`config.mk`:
```
export PLATFORM = sky130hd
export DESIGN_NAME = radix_char_encoder_line_wrap
export DESIGN_NICKNAME = d
export VERILOG_FILES = /design/src/hdl/rce_pkg.sv /design/src/hdl/rce_ctrl.sv /design/src/hdl/rce_datapath.sv /design/src/hdl/radix_char_encoder_line_wrap.sv
export SDC_FILE = /design/constraint.sdc
export NUM_CORES = 1
export LEC_CHECK = 0
export BUFFER_PORTS_ARGS = -buffer_cell sky130_fd_sc_hd__buf_2
export CAP_MARGIN = 10
export CORE_ASPECT_RATIO = 1.4
export CORE_MARGIN = 2
export CORE_UTILIZATION = 48
export CTS_CLUSTER_DIAMETER = 40
export CTS_CLUSTER_SIZE = 24
export DETAILED_ROUTE_END_ITERATION = 16
export PLACE_DENSITY = 0.71
export SYNTH_ARGS = -nofsm -noshare
export SYNTH_HDL_FRONTEND = slang
export SYNTH_SLANG_ARGS = --single-unit
```
`constraint.sdc`:
```
create_clock -name i_clk -period 11.6 [get_ports i_clk]
set_input_delay 2.32 -clock i_clk [delete_from_list [all_inputs] [get_ports i_clk]]
set_output_delay 2.32 -clock i_clk [all_outputs]
set_load 0.02 [all_outputs]
```
`src/hdl/rce_pkg.sv`:
```
// Shared types, codes and character functions of the radix character encoder.
package rce_pkg;

    localparam logic [7:0] DEFAULT_LINE_WIDTH = 8'd75;

    localparam logic [1:0] REG_RADIX  = 2'd0;
    localparam logic [1:0] REG_MODE   = 2'd1;
    localparam logic [1:0] REG_LIMIT  = 2'd2;
    localparam logic [1:0] REG_INDENT = 2'd3;

    localparam logic [1:0] RADIX_HEX = 2'd1;
    localparam logic [1:0] RADIX_B64 = 2'd2;

    localparam logic [1:0] MODE_B64 = 2'd1;
    localparam logic [1:0] MODE_ADV = 2'd2;

    localparam logic [2:0] SEL_NL   = 3'd0;
    localparam logic [2:0] SEL_SP   = 3'd1;
    localparam logic [2:0] SEL_DIG  = 3'd2;
    localparam logic [2:0] SEL_FDIG = 3'd3;
    localparam logic [2:0] SEL_PAD  = 3'd4;

    localparam logic [7:0] CH_NL     = 8'h0A;
    localparam logic [7:0] CH_SP     = 8'h20;
    localparam logic [7:0] CH_EQ     = 8'h3D;
    localparam logic [7:0] CH_LBRACE = 8'h7B;
    localparam logic [7:0] CH_RBRACE = 8'h7D;
    localparam logic [7:0] CH_HASH   = 8'h23;
    localparam logic [7:0] CH_BAR    = 8'h7C;

    typedef struct packed {
        logic       emit;
        logic [2:0] sel;
        logic       last;
        logic       load_byte;
        logic       dig_step;
        logic       phase_inc;
        logic       clear;
        logic       load_sp;
        logic       dec_sp;
    } t_cmd;

    typedef struct packed {
        logic can_emit;
        logic brk_cond;
        logic dig_need_brk;
        logic pend_ge_2w;
        logic flush_partial;
        logic is_b64;
        logic phase_nz;
        logic phase_is3;
        logic nsp_nz;
        logic sp_is1;
    } t_status;

    function automatic logic [7:0] hex_char(input logic [3:0] v);
        logic [7:0] r;
        if (v < 4'd10) begin
            r = 8'h30 + {4'd0, v};
        end else begin
            r = 8'h41 + {4'd0, v} - 8'd10;
        end
        return r;
    endfunction

    function automatic logic [7:0] b64_char(input logic [5:0] v);
        logic [7:0] r;
        if (v < 6'd26) begin
            r = 8'h41 + {2'd0, v};
        end else if (v < 6'd52) begin
            r = 8'h61 + {2'd0, v} - 8'd26;
        end else if (v < 6'd62) begin
            r = 8'h30 + {2'd0, v} - 8'd52;
        end else if (v == 6'd62) begin
            r = 8'h2B;
        end else begin
            r = 8'h2F;
        end
        return r;
    endfunction

endpackage

```
`src/hdl/rce_ctrl.sv`:
```
// Controller state machine that sequences breaks, indent, digits and padding.
module rce_ctrl (
    input  logic              i_clk,
    input  logic              i_rst_n,
    input  logic              i_valid,
    input  logic              i_kind,
    input  rce_pkg::t_status  i_st,
    output rce_pkg::t_cmd     o_cmd,
    output logic              o_busy
);
    import rce_pkg::*;

    localparam logic [1:0] S_IDLE = 2'd0;
    localparam logic [1:0] S_UNIT = 2'd1;
    localparam logic [1:0] S_SP   = 2'd2;
    localparam logic [1:0] S_EMIT = 2'd3;

    localparam logic [1:0] U_DIG  = 2'd0;
    localparam logic [1:0] U_FDIG = 2'd1;
    localparam logic [1:0] U_PAD  = 2'd2;

    logic [1:0] r_state, n_state;
    logic [1:0] r_unit, n_unit;
    t_cmd       cmd;
    logic       brk;

    always_ff @(posedge i_clk) begin
        if (!i_rst_n) begin
            r_state <= S_IDLE;
            r_unit  <= U_DIG;
        end else begin
            r_state <= n_state;
            r_unit  <= n_unit;
        end
    end

    always_comb begin
        cmd     = '0;
        n_state = r_state;
        n_unit  = r_unit;
        brk     = i_st.brk_cond && (r_unit == U_PAD || i_st.dig_need_brk);
        unique case (r_state)
            S_IDLE: begin
                if (i_valid) begin
                    if (!i_kind) begin
                        cmd.load_byte = 1'b1;
                        n_unit        = U_DIG;
                        n_state       = S_UNIT;
                    end else if (i_st.flush_partial) begin
                        n_unit  = U_FDIG;
                        n_state = S_EMIT;
                    end else if (i_st.is_b64 && i_st.phase_nz) begin
                        n_unit  = U_PAD;
                        n_state = S_UNIT;
                    end else begin
                        cmd.clear = 1'b1;
                    end
                end
            end
            S_SP: begin
                if (i_st.can_emit) begin
                    cmd.emit   = 1'b1;
                    cmd.sel    = SEL_SP;
                    cmd.dec_sp = 1'b1;
                    if (i_st.sp_is1) begin
                        n_state = S_EMIT;
                    end
                end
            end
            default: begin
                if (i_st.can_emit) begin
                    cmd.emit = 1'b1;
                    if (r_state == S_UNIT && brk) begin
                        cmd.sel     = SEL_NL;
                        cmd.load_sp = 1'b1;
                        n_state     = i_st.nsp_nz ? S_SP : S_EMIT;
                    end else begin
                        unique case (r_unit)
                            U_DIG: begin
                                cmd.sel      = SEL_DIG;
                                cmd.dig_step = 1'b1;
                                cmd.last     = !i_st.pend_ge_2w;
                                n_state      = i_st.pend_ge_2w ? S_UNIT : S_IDLE;
                            end
                            U_FDIG: begin
                                cmd.sel = SEL_FDIG;
                                if (i_st.is_b64 && !i_st.phase_is3) begin
                                    cmd.phase_inc = 1'b1;
                                    n_unit        = U_PAD;
                                    n_state       = S_UNIT;
                                end else begin
                                    cmd.last  = 1'b1;
                                    cmd.clear = 1'b1;
                                    n_state   = S_IDLE;
                                end
                            end
                            default: begin
                                cmd.sel = SEL_PAD;
                                if (i_st.phase_is3) begin
                                    cmd.last  = 1'b1;
                                    cmd.clear = 1'b1;
                                    n_state   = S_IDLE;
                                end else begin
                                    cmd.phase_inc = 1'b1;
                                    n_state       = S_UNIT;
                                end
                            end
                        endcase
                    end
                end
            end
        endcase
    end

    assign o_cmd  = cmd;
    assign o_busy = (r_state != S_IDLE);

endmodule

```
`src/hdl/rce_datapath.sv`:
```
// Datapath with configuration, bit accumulator, counters and output register.
module rce_datapath #(
    parameter logic [7:0] LINE_LIMIT_RESET = rce_pkg::DEFAULT_LINE_WIDTH
) (
    input  logic              i_clk,
    input  logic              i_rst_n,
    input  logic              i_cfg_we,
    input  logic [1:0]        i_cfg_idx,
    input  logic [7:0]        i_cfg_data,
    input  logic [7:0]        i_data_byte,
    input  rce_pkg::t_cmd     i_cmd,
    output rce_pkg::t_status  o_st,
    output logic              o_valid,
    input  logic              i_stall,
    output logic [7:0]        o_out_char,
    output logic              o_last
);
    import rce_pkg::*;

    logic [1:0]  r_radix;
    logic [1:0]  r_mode;
    logic [7:0]  r_limit;
    logic [3:0]  r_indent;
    logic [11:0] r_acc, n_acc;
    logic [3:0]  r_pend, n_pend;
    logic [7:0]  r_col;
    logic [1:0]  r_phase, n_phase;
    logic [7:0]  r_byte;
    logic [3:0]  r_sp;
    logic        r_out_valid;
    logic [7:0]  r_out_char;
    logic        r_out_last;

    logic [3:0]  w;
    logic [3:0]  pend_minus_w;
    logic [11:0] dig_val;
    logic [11:0] fdig_val;
    logic [7:0]  dig_char;
    logic [7:0]  fdig_char;
    logic [7:0]  sel_char;
    logic [8:0]  ceil_sum;
    logic [6:0]  ceil_q;
    logic [3:0]  nsp;
    logic        special;

    always_comb begin
        unique case (r_radix)
            RADIX_HEX: w = 4'd4;
            RADIX_B64: w = 4'd6;
            default:   w = 4'd8;
        endcase
    end

    assign pend_minus_w = r_pend - w;
    assign dig_val      = r_acc >> pend_minus_w;
    assign fdig_val     = r_acc << (w - r_pend);

    always_comb begin
        unique case (r_radix)
            RADIX_HEX: begin
                dig_char  = hex_char(dig_val[3:0]);
                fdig_char = hex_char(fdig_val[3:0]);
            end
            RADIX_B64: begin
                dig_char  = b64_char(dig_val[5:0]);
                fdig_char = b64_char(fdig_val[5:0]);
            end
            default: begin
                dig_char  = dig_val[7:0];
                fdig_char = fdig_val[7:0];
            end
        endcase
    end

    always_comb begin
        unique case (i_cmd.sel)
            SEL_NL:   sel_char = CH_NL;
            SEL_SP:   sel_char = CH_SP;
            SEL_DIG:  sel_char = dig_char;
            SEL_FDIG: sel_char = fdig_char;
            default:  sel_char = CH_EQ;
        endcase
    end

    assign ceil_sum = {1'b0, r_limit} + 9'd3;
    assign ceil_q   = ceil_sum[8:2];
    assign nsp      = (r_mode != MODE_ADV) ? 4'd0 :
                      ({3'd0, r_indent} < ceil_q) ? r_indent : ceil_q[3:0];
    assign special  = (r_byte == CH_LBRACE) || (r_byte == CH_RBRACE) ||
                      (r_byte == CH_HASH) || (r_byte == CH_BAR);

    assign o_st.can_emit      = !r_out_valid || !i_stall;
    assign o_st.brk_cond      = (r_limit != 8'd0) && (r_col >= r_limit) &&
                                (r_mode == MODE_B64 || r_mode == MODE_ADV);
    assign o_st.dig_need_brk  = (w != 4'd8) || special;
    assign o_st.pend_ge_2w    = {1'b0, r_pend} >= {w, 1'b0};
    assign o_st.flush_partial = (r_pend != 4'd0) && (r_pend < w);
    assign o_st.is_b64        = (r_radix == RADIX_B64);
    assign o_st.phase_nz      = (r_phase != 2'd0);
    assign o_st.phase_is3     = (r_phase == 2'd3);
    assign o_st.nsp_nz        = (nsp != 4'd0);
    assign o_st.sp_is1        = (r_sp == 4'd1);

    always_comb begin
        n_acc   = r_acc;
        n_pend  = r_pend;
        n_phase = r_phase;
        if (i_cmd.load_byte) begin
            n_acc  = {r_acc[3:0], i_data_byte};
            n_pend = r_pend + 4'd8;
        end
        if (i_cmd.dig_step) begin
            n_pend  = pend_minus_w;
            n_acc   = r_acc & ((12'd1 << pend_minus_w) - 12'd1);
            n_phase = r_phase + 2'd1;
        end
        if (i_cmd.phase_inc) begin
            n_phase = r_phase + 2'd1;
        end
        if (i_cmd.clear || (i_cfg_we && i_cfg_idx == REG_RADIX)) begin
            n_acc   = '0;
            n_pend  = '0;
            n_phase = '0;
        end
    end

    always_ff @(posedge i_clk) begin
        if (!i_rst_n) begin
            r_radix     <= '0;
            r_mode      <= '0;
            r_limit     <= LINE_LIMIT_RESET;
            r_indent    <= '0;
            r_acc       <= '0;
            r_pend      <= '0;
            r_col       <= '0;
            r_phase     <= '0;
            r_sp        <= '0;
            r_out_valid <= 1'b0;
        end else begin
            r_acc   <= n_acc;
            r_pend  <= n_pend;
            r_phase <= n_phase;
            if (i_cfg_we) begin
                unique case (i_cfg_idx)
                    REG_RADIX:  r_radix  <= i_cfg_data[1:0];
                    REG_MODE:   r_mode   <= i_cfg_data[1:0];
                    REG_LIMIT:  r_limit  <= i_cfg_data;
                    REG_INDENT: r_indent <= i_cfg_data[3:0];
                endcase
            end
            if (i_cmd.load_sp) begin
                r_sp <= nsp;
            end else if (i_cmd.dec_sp) begin
                r_sp <= r_sp - 4'd1;
            end
            if (i_cmd.emit) begin
                if (i_cmd.sel == SEL_NL) begin
                    r_col <= '0;
                end else if (r_col != 8'hFF) begin
                    r_col <= r_col + 8'd1;
                end
            end
            if (i_cmd.emit) begin
                r_out_valid <= 1'b1;
            end else if (!i_stall) begin
                r_out_valid <= 1'b0;
            end
        end
    end

    always_ff @(posedge i_clk) begin
        if (i_cmd.load_byte) begin
            r_byte <= i_data_byte;
        end
        if (i_cmd.emit) begin
            r_out_char <= sel_char;
            r_out_last <= i_cmd.last;
        end
    end

    assign o_valid    = r_out_valid;
    assign o_out_char = r_out_char;
    assign o_last     = r_out_last;

endmodule

```
`src/hdl/radix_char_encoder_line_wrap.sv`:
```
// Top level of the radix character encoder with automatic line wrapping.
//
//   Channel   Direction  Handshake          Payload
//   input     in         i_valid / o_stall  i_kind, i_data_byte
//   result    out        o_valid / i_stall  o_out_char, o_last
//   config    in         i_cfg_we           i_cfg_idx, i_cfg_data
//
// A request is accepted first and then sends its characters.
// A line break adds a newline and, in the advanced mode, the indent spaces.
// The single output register emits one character per cycle unless the result side stalls.
// Reset is synchronous and active low; no clearing pass is needed.
// A stall on the result side holds the sequencer; the next request waits.
module radix_char_encoder_line_wrap #(
    parameter logic [7:0] LINE_LIMIT_RESET = rce_pkg::DEFAULT_LINE_WIDTH
) (
    input  logic       i_clk,
    input  logic       i_rst_n,
    input  logic       i_cfg_we,
    input  logic [1:0] i_cfg_idx,
    input  logic [7:0] i_cfg_data,
    input  logic       i_valid,
    output logic       o_stall,
    input  logic       i_kind,
    input  logic [7:0] i_data_byte,
    output logic       o_valid,
    input  logic       i_stall,
    output logic [7:0] o_out_char,
    output logic       o_last
);
    import rce_pkg::*;

    t_cmd    cmd;
    t_status st;
    logic    busy;

    rce_ctrl u_ctrl (
        .i_clk   (i_clk),
        .i_rst_n (i_rst_n),
        .i_valid (i_valid),
        .i_kind  (i_kind),
        .i_st    (st),
        .o_cmd   (cmd),
        .o_busy  (busy)
    );

    rce_datapath #(
        .LINE_LIMIT_RESET (LINE_LIMIT_RESET)
    ) u_datapath (
        .i_clk       (i_clk),
        .i_rst_n     (i_rst_n),
        .i_cfg_we    (i_cfg_we),
        .i_cfg_idx   (i_cfg_idx),
        .i_cfg_data  (i_cfg_data),
        .i_data_byte (i_data_byte),
        .i_cmd       (cmd),
        .o_st        (st),
        .o_valid     (o_valid),
        .i_stall     (i_stall),
        .o_out_char  (o_out_char),
        .o_last      (o_last)
    );

    assign o_stall = busy;

    a_byte_starts_work: assert property (@(posedge i_clk) disable iff (!i_rst_n)
        (i_valid && !o_stall && !i_kind) |=> o_stall)
        else $error("A data byte request did not start character output.");

    a_partial_keeps_busy: assert property (@(posedge i_clk) disable iff (!i_rst_n)
        (o_valid && !o_last) |-> o_stall)
        else $error("A non-final character is shown while the sequencer is idle.");

endmodule

```
==> impl_metrics.ini, run 1 <==
[outcome]
status = finished clean

[hold_path]
hold_path_startpoint = u_datapath.r_phase[1]
hp-class = reg2reg

[synth]
ys.flop_type = dfxtp_1
synth-simple-area-share_pct = 19.6
synth_cells = 735
muxShareOfSynthArea_pct = 8.54
synth_compound_area_share_pct = 27.7
synth_top_family_by_area = compound AO/OA/AOI/OAI gates
synthAdderAreaFrac_pct = 9.63
yosys_warnings = 0
syn_nets = 804
synthXorXnorAreaFrac_pct = 2.66
ys_seq_area_share_pct = 25.5
syn_area_um2 = 5920
synth_cell_types = 88
async_reset_ff_share_pct = 0
syn_area_per_cell_um2 = 8.06
synth_seq_cells = 67
synth-edff-count = 17

[detailed_routing]
totalWireLength_um = 17700
drtPass1Iterations = 5
wl_met1_um = 6540
vias = 5835
vias_per_cell = 6.47
drc = 0
routedWlPerCell_um = 19.6
highest_layer = met4
wl_met3_um = 908
postRouteAntennaNets = 0
met2WireLength_um = 9180
dr.first_iter.drc_count = 602

[place]
dp_hpwl_um = 13400
pre_cts_ws_ns = 5.72
io_buffers = 34
gp_congestion = 0.957

[worst_setup_path]
cp_cell_sequence = inv_1, ha_1, inv_2, ha_1, ha_1, a21oi_4, xor2_1, and2_1, ha_1, nor2b_1, and2_1, a22oi_1, o21ai_0, a311oi_1, a2111o_1, o2111ai_1
reg2reg_from = u_datapath.r_radix[0]
crit_fanout = 22
critPathArrivalTime_ns = 6.18
crit_end = u_datapath.o_out_char[5]
worst-r2r-cell-count = 16
crit_path_frequent_cell = ha_1
crit_slowest_cell = nor2b_1
required_ns = 11.76
rr_endpoint = u_datapath.o_out_char[5]
critPathLaunch = u_datapath.r_radix[0]
r2r_slack_ns = 5.58
slowest_delay_ns = 0.82
startpoint_type = flip-flop
crit_type = reg2reg
end_kind = flip-flop

[sta]
worst_pin_slew_ns = 1.01
max_slew_margin_pct = 32.5
whs_ns = 0.497
setup_ws_ns = 5.58
finalClockSkew_ns = 0.00598
finalCriticalPeriod_ns = 6.02
finalHoldViolCount = 0
setup_viol = 0
drv_slew = 0
fmax_mhz = 166
rsz0062_at_grt = false
finalCritPeriodShare_pct = 51.9
finalSetupTns_ns = 0

[global_routing]
antenna_found_initial = 0
grt_pass1_wl_um = 28300
grt_pass1_vias = 5704
gr-total-overflow = 0
grtUsageTotal_pct = 26.5
grt_max_degree = 39

[floorplan]
io_pins = 35
initial_utilization_pct = 48.6
die_w_um = 97.9
coreArea_um2 = 12200
die_h_um = 135
rows = 48
die-area_um2 = 13300

[finish]
diodes = 0
layout_commonest_cell = nand2_1
fillers = 1159
nets = 816
mostFrequentLayoutCells = 69 x nand2_1, 67 x nor2_1, 66 x a21oi_1, 50 x dfxtp_1, 44 x ha_1
area_growth_pct = 9.09
drive_gt1_share_pct = 12.6
seq_area_um2 = 1510
multi_input_area_um2 = 4040

[pwr]
power.leakage_uw = 0.00265
power_density_nw_per_um2 = 170
vdd_drop_max_mv = 0.0972
power.total_uw = 1100

[cts]
cts_hold_buf = 0
post_cts_buffers = 0
cts_resized = 0
clk_latency_ns = 0.33
cts_buffers = 9
cts_tree = built
clock_path_buffers = 2
root_buffer = clkbuf_16
cts_sinks = 67
cts-htree-levels = 3
path_clk_slew_ns = 0.06

[run]
drv_cap = 0
-- stage by stage --
stage / instances / instance area [um2] / utilization [%]
floorplan: 735 / 5920 / -
global placement: 885 / 6110 / 50.1
detailed placement: 885 / 6110 / 50.1
CTS: 901 / 6450 / 52.9
global route: 902 / 6460 / 53.0
finish: 902 / 6460 / 53.0
-- routing by layer --
layer	GRT usage, %	vias to the layer above
met2	49.2	264
met3	4.39	77
met4	15.6	0
met5	0	-
met1	28.0	2734
li1	-	2760
-- flip-flops by register name (all words and copies together), names as in the netlist --
signal and cells:
u_ctrl.r_state 2, u_ctrl.r_unit 2, u_datapath.o_last 1, u_datapath.o_out_char 8, u_datapath.o_valid 1, u_datapath.r_acc 12
u_datapath.r_byte 8, u_datapath.r_col 8, u_datapath.r_indent 4, u_datapath.r_limit 8, u_datapath.r_mode 2, u_datapath.r_pend 3
u_datapath.r_phase 2, u_datapath.r_radix 2, u_datapath.r_sp 4
-- Yosys cell counts, types with 3 or more instances --
cell / instances / share of area (%)
nand2_1: 69 / 4.4
nor2_1: 67 / 4.2
a21oi_1: 66 / 5.6
dfxtp_1: 50 / 17
ha_1: 44 / 9.3
inv_1: 37 / 2.3
o21ai_0: 37 / 3.1
mux2i_1: 33 / 5.6
clkbuf_1: 24 / 1.5
edfxtp_1: 17 / 8.6
a31oi_1: 16 / 1.7
nand3_1: 16 / 1.4
nor3_1: 14 / 1.2
and3_1: 13 / 1.4
o211ai_1: 13 / 1.6
a211oi_1: 11 / 1.4
a22oi_1: 9 / 1.1
or3_1: 8 / 0.85
inv_2: 7 / 0.44
mux2_2: 7 / 1.3
nor2b_1: 7 / 0.74
o21a_1: 7 / 0.89
o21ai_1: 7 / 0.59
o22ai_1: 7 / 0.74
xnor2_1: 7 / 1.0
a21o_1: 6 / 0.76
buf_2: 6 / 0.51
buf_6: 6 / 1.1
o31ai_1: 6 / 0.76
xor2_1: 6 / 0.89
a311oi_1: 5 / 0.74
and2_1: 5 / 0.53
nor4_1: 5 / 0.53
o311ai_0: 5 / 0.74
a32oi_1: 4 / 0.59
nand2b_1: 4 / 0.42
nand4_1: 4 / 0.42
or3b_1: 4 / 0.59
a211o_1: 3 / 0.44
mux2i_4: 3 / 1.1
nand3b_1: 3 / 0.38
nand4b_1: 3 / 0.44
o221ai_1: 3 / 0.44
o31a_1: 3 / 0.44
-- area by class of cell --
| class | count | share of cell area, % |
|---|---|---|
| timing repair buffer | 38 | 3.10 |
| tap | 150 | 2.91 |
| clock buffer | 9 | 3.49 |
| inverter | 47 | 2.77 |
| clock inverter | 7 | 1.80 |
| sequential | 67 | 23.4 |
| multi-input combinational | 584 | 62.5 |
-- critical path: cells and delay by family (launching register included) --
family / cells / cell delay (ns)
AO/OA/AOI/OAI: 6 / 1.06
XOR/XNOR: 1 / 0.74
adder cells (fa/ha/maj): 4 / 1.81
buffers and inverters: 2 / 0.40
flip-flops: 1 / 0.33
AND/OR/NAND/NOR: 3 / 1.49
-- power breakdown --
| part | leakage [uW] | switching, uW | internal [uW] | total [uW] |
|---|---|---|---|---|
| logic | 0.00192 | 311 | 158 | 470 |
| registers | 0.000564 | 33.8 | 280 | 314 |
| clock network | 0.000165 | 106 | 209 | 315 |
-- logic make-up after synthesis --
group,Yosys count
adders and majority gates,45
AOI/OAI and AO/OA,243
DFF,67
buffers and inverters,84
muxes,45
and+or+nand+nor,236
xor gates and xnor gates,15
-- how the worst min path moves through the flow --
stage / cells after the start / endpoint / slack (ns)
after floorplan: 2 / u_datapath.r_phase[1] / 0.45
after global placement: 2 / u_datapath.r_phase[1] / 0.46
after detailed placement: 2 / u_datapath.r_phase[1] / 0.49
after CTS: 2 / u_datapath.r_phase[1] / 0.50
after global routing: 2 / u_datapath.r_phase[1] / 0.52
final: 2 / u_datapath.r_phase[1] / 0.50
No activity file was read; power rests on OpenSTA's default activity.
==> run 2: changes to the inputs <==
ABC_AREA = 1   (was default)
clock period = 6.3 ns   (was 11.6 ns; I/O delays follow)
==> impl_metrics.ini, run 2 <==
[outcome]
status = finished clean

[finish]
nets = 1064
layout_commonest_cell = nand2_1
diodes = 0
area_growth_pct = 10.0
final_core_util_pct = 53.5
drive_gt1_share_pct = 8.30
mostFrequentLayoutCells = 290 x nand2_1, 126 x inv_1, 98 x nand3_1, 88 x nor2_1, 78 x a21oi_1
largest_register_ffs = 12
top_register = u_datapath.r_acc

[worst_setup_path]
worst-path-buf-inv = 5
crit_fanout = 26
crit_slowest_cell = ha_1
required_ns = 6.39
rr_endpoint = u_datapath.o_out_char[1]
critPathArrivalTime_ns = 4.56
reg2reg_from = u_datapath.r_radix[0]
crit_type = reg2reg
crit_family = adder cells
end_kind = flip-flop
startpoint_type = flip-flop
r2r_slack_ns = 1.83
worst-r2r-cell-count = 19
cp_cell_sequence = inv_1, ha_1, buf_4, inv_1, ha_1, ha_1, inv_1, nand3_1, nand2_1, nand2_1, ha_1, nor2_1, inv_1, o21ai_0, nand2_1, nand3_1, nand3_1, nand2_1, nand3_1
slowest_delay_ns = 0.42

[sta]
finalCritPeriodShare_pct = 71.0
finalHoldViolCount = 0
finalClockSkew_ns = 0.00738
fmax_mhz = 224
finalSetupTns_ns = 0
setup_viol = 0
finalCriticalPeriod_ns = 4.47
max_slew_margin_pct = 37.2
worst_pin_slew_ns = 0.940
drv_slew = 0
rsz0062_at_grt = false

[cts]
cts_sinks = 67
cts_hold_buf = 0
cts_buffers = 9
post_cts_buffers = 0
clock_path_buffers = 2
clk_latency_ns = 0.34
cts_resized = 0
cts-htree-levels = 3
root_buffer = clkbuf_16
path_clk_slew_ns = 0.06
cts_tree = built

[synth]
synth_area_leaders = nand2_1 18%, dfxtp_1 17%, ha_1 9.3%, edfxtp_1 8.6%, nand3_1 8.3%
synth_cells = 966
synth-edff-count = 17
syn_area_per_cell_um2 = 6.14
synth_seq_cells = 67
synth_cell_types = 44
ys_seq_area_share_pct = 25.5
ys.flop_type = dfxtp_1
synth_top_cell_area_share_pct = 18.3
synth_most_common_cell = nand2_1
syn_area_um2 = 5930
synth_top_cell_by_area = nand2_1
syn_nets = 1035
synth_common_cells = 290 x nand2_1, 126 x inv_1, 98 x nand3_1, 88 x nor2_1, 78 x a21oi_1
yosys_warnings = 0
async_reset_ff_share_pct = 0

[floorplan]
coreArea_um2 = 12200
io_pins = 35
die_h_um = 136
rows = 48
die-area_um2 = 13300
initial_utilization_pct = 48.7
die_w_um = 98.0

[detailed_routing]
vias_per_cell = 5.48
vias = 6303
drc = 0
wl_met1_um = 6860
drtPass1Iterations = 6
wl_met3_um = 741
dr.first_iter.drc_count = 440
postRouteAntennaNets = 0
totalWireLength_um = 17100
met2WireLength_um = 8810
routedWlPerCell_um = 14.9
highest_layer = met4

[global_routing]
antenna_found_initial = 0
grt_pass1_wl_um = 27800
grtUsageTotal_pct = 25.7
grt_pass1_vias = 5934
grt_max_degree = 28
gr-total-overflow = 0

[hold_path]
hold_path_startpoint = u_datapath.r_mode[0]
hp-class = reg2reg
worstHoldEndpoint = u_datapath.r_mode[0]
min_path_cells = 2

[pwr]
power.leakage_uw = 0.00326
power_density_nw_per_um2 = 442
vdd_drop_max_mv = 0.255

[place]
gp_congestion = 0.978
dp_hpwl_um = 13000
io_buffers = 34

[run]
drv_cap = 0
[run 2: area by class of cell]
| cell class | instances | area (um2) |
|---|---|---|
| Fill cell | 1257 | 5670 |
| Multi-Input combinational cell | 749 | 3830 |
| Sequential cell | 67 | 1510 |
| Inverter | 130 | 488 |
| Clock buffer | 9 | 225 |
| Timing Repair Buffer | 38 | 200 |
| Tap cell | 150 | 188 |
| Clock inverter | 7 | 83.8 |
[run 2: how the worst max path moves through the flow]
stage / from / end / slack, ns / cells past startpoint
global placement: u_datapath.r_radix[0] / u_datapath.o_out_char[1] / 1.95 / 19
CTS: u_datapath.r_radix[0] / u_datapath.o_out_char[1] / 1.89 / 19
finish: u_datapath.r_radix[0] / u_datapath.o_out_char[1] / 1.83 / 19
global route: u_datapath.r_radix[0] / u_datapath.o_out_char[1] / 1.28 / 21
floorplan: u_datapath.r_radix[0] / u_datapath.o_out_char[1] / 2.44 / 24
detailed placement: u_datapath.r_radix[0] / u_datapath.o_out_char[1] / 1.93 / 19
[run 2: kinds of logic after synthesis]
logic type	count (synthesis)	share of synthesized area, %
fa+ha+maj	45	9.62
compound gates	175	15.9
xor+xnor	10	1.79
simple gates	519	37.2
flops	67	25.5
buf+inv	150	9.97
[run 2: layer usage]
layer  global-route usage, %  vias up
met4                    12.4        0
met1                    28.2     2828
met2                    48.5      214
li1                        -     3202
met3                    3.25       59
met5                       0        -
[run 2: worst register-to-register path: cells and delay by family (launching register included)]
family / cells / cell delay [ns]
adder cells (fa/ha/maj): 4 / 1.36
flip-flops: 1 / 0.34
AO/OA/AOI/OAI: 1 / 0.20
AND/OR/NAND/NOR: 9 / 1.14
buffers and inverters: 5 / 1.16
[run 2: power by group]
| group | internal [uW] | switching [uW] |
|---|---|---|
| clock network | 313 | 216 |
| logic | 524 | 1190 |
| registers | 562 | 78.0 |
[run 2: per-stage QoR]
| stage | cell area, um2 | cells | setup slack [ns] | power, uW | hold slack (ns) |
|---|---|---|---|---|---|
| finish | 6530 | 1150 | 1.83 | 2890 | 0.474 |
| global route | 6530 | 1150 | 1.28 | 3140 | 0.506 |
| CTS | 6530 | 1150 | 1.89 | 2860 | 0.475 |
| detailed placement | 6220 | 1134 | 1.93 | 2320 | 0.466 |
| global placement | 6220 | 1134 | 1.95 | 2320 | 0.453 |
| floorplan | 5930 | 966 | 2.44 | 1930 | 0.435 |
==> run 3: changes to the inputs <==
PLACE_DENSITY = 0.74   (was 0.71)
clock period = 4 ns   (was 6.3 ns; I/O delays follow)
==> impl_metrics.ini, run 3 (same netlist as run 2, synthesis figures left out) <==
[run]
drv_cap = 0

[detailed_routing]
vias = 6315
postRouteAntennaNets = 0
dr.first_iter.drc_count = 422
totalWireLength_um = 17100
drc = 0
vias_per_cell = 5.43
drtPass1Iterations = 6
routedWlPerCell_um = 14.7

[hold_path]
hold_path_startpoint = u_datapath.r_mode[0]
hp-class = reg2reg
min_path_cells = 2

[cts]
cts_buffers = 9
cts_tree = built
post_cts_buffers = 0
clk_latency_ns = 0.34
root_buffer = clkbuf_16
clock_path_buffers = 2
cts_sinks = 67
cts-htree-levels = 3
path_clk_slew_ns = 0.06
cts_hold_buf = 0

[floorplan]
die_w_um = 98.0
initial_utilization_pct = 48.7
die-area_um2 = 13300
die_h_um = 136
coreArea_um2 = 12200
io_pins = 35
rows = 48

[worst_setup_path]
reg2reg_from = u_datapath.r_radix[0]
worst-r2r-cell-count = 17
critPathLaunch = u_datapath.r_radix[0]
end_kind = flip-flop
required_ns = 4.09
crit_type = reg2reg
startpoint_type = flip-flop
crit_fanout = 9
critPathArrivalTime_ns = 3.82

[pwr]
vdd_drop_max_mv = 0.377
p_sw_share_pct = 51.1
power_density_nw_per_um2 = 690
seqPwrFrac_pct = 22.0
p_switching_uw = 2340
p_clk_share_pct = 18.1
power.leakage_uw = 0.00332
p_int_uw = 2240
p_comb_share_pct = 59.9

[sta]
worst_pin_slew_ns = 0.661
finalHoldViolCount = 0
finalClockSkew_ns = 0.00888
finalCriticalPeriod_ns = 3.72
whs_ns = 0.461
finalSetupTns_ns = 0
drv_slew = 0
finalCritPeriodShare_pct = 93.1
max_slew_margin_pct = 54.8
setup_viol = 0
rsz0062_at_grt = false
fmax_mhz = 269

[place]
dp_hpwl_um = 13200
gp_congestion = 0.983
io_buffers = 34

[finish]
top_register = u_datapath.r_acc
drive_gt1_share_pct = 9.76
layout_commonest_cell = nand2_1
diodes = 0
area_growth_pct = 11.8
largest_register_ffs = 12
nets = 1078
mostFrequentLayoutCells = 290 x nand2_1, 126 x inv_1, 98 x nand3_1, 86 x nor2_1, 78 x a21oi_1

[global_routing]
grt_pass1_wl_um = 27800
gr-total-overflow = 0
antenna_found_initial = 0
grt_pass1_vias = 5984
grtUsageTotal_pct = 25.8
grt_max_degree = 28

[outcome]
status = finished clean
==> run 3: cell types whose count changed in the layout (fill, tap and decap cells not counted), sizes merged <==
cell      delta
buf         +14
clkinvlp     +1
clkinv       -1
==> run 3: layout make-up <==
type / instances / area (um2)
inverters: 130 / 488
well taps: 150 / 188
flip-flops and latches: 67 / 1510
clock buffers: 9 / 225
clock inverters: 7 / 82.6
multi-input cells: 749 / 3830
fillers: 1277 / 5560
repair buffers: 52 / 305
==> run 3: routing by layer <==
metal  vias up  track usage [%]  wire, um
li1       3229                -         -
met1      2810             27.7      6820
met2       218             48.7      8850
met3        58             3.51       698
met4         0             13.6       748
met5         -                0         0
==> run 3: power groups by stage <==
stage | combinational [uW] | clock, uW | sequential [uW]
after floorplan | 1990 | 0 | 1050
after global placement | 2680 | 0 | 1020
after detailed placement | 2690 | 0 | 1020
after CTS | 2700 | 840 | 1010
after global routing | 3080 | 869 | 1020
final | 2740 | 828 | 1010
==> run 3: through the flow <==
stage	cell area [um2]	std cells	utilization [%]	setup WS [ns]	power, uW
after global routing	6640	1164	54.4	0.0221	4980
after detailed placement	6320	1148	51.9	0.333	3710
after global placement	6320	1148	51.9	0.288	3700
final	6640	1164	54.4	0.277	4580
after CTS	6630	1164	54.4	0.320	4550
after floorplan	5930	966	-	0.143	3040
==> run 3: repair_timing <==
| item | CTS | global route |
|---|---|---|
| resized for setup | 0 | 2 |
| setup endpoints to repair | 0 | 3 |
| endpoints found under the hold margin | 0 | 0 |
==> run 3: critical path, stage by stage (launching register included) <==
cell and delay [ns]:
dfxtp_1 0.31, inv_1 0.07, ha_1 0.24, inv_1 0.08, ha_1 0.22, fa_1 0.69
inv_1 0.18, nor2_1 0.13, nand2_1 0.18, ha_1 0.28, inv_1 0.10, o21ai_4 0.12
a21oi_2 0.37, nand3_1 0.12, nand2_1 0.09, a21oi_1 0.08, o21ai_1 0.15, nand2_1 0.07
==> run 3: final timing paths <==
check	endpoint	slack, ns
max	u_datapath.o_out_char[6]	0.28
min	u_datapath.r_mode[0]	0.46
max reg2reg	u_datapath.o_out_char[6]	0.28
min reg2reg	u_datapath.r_mode[0]	0.46
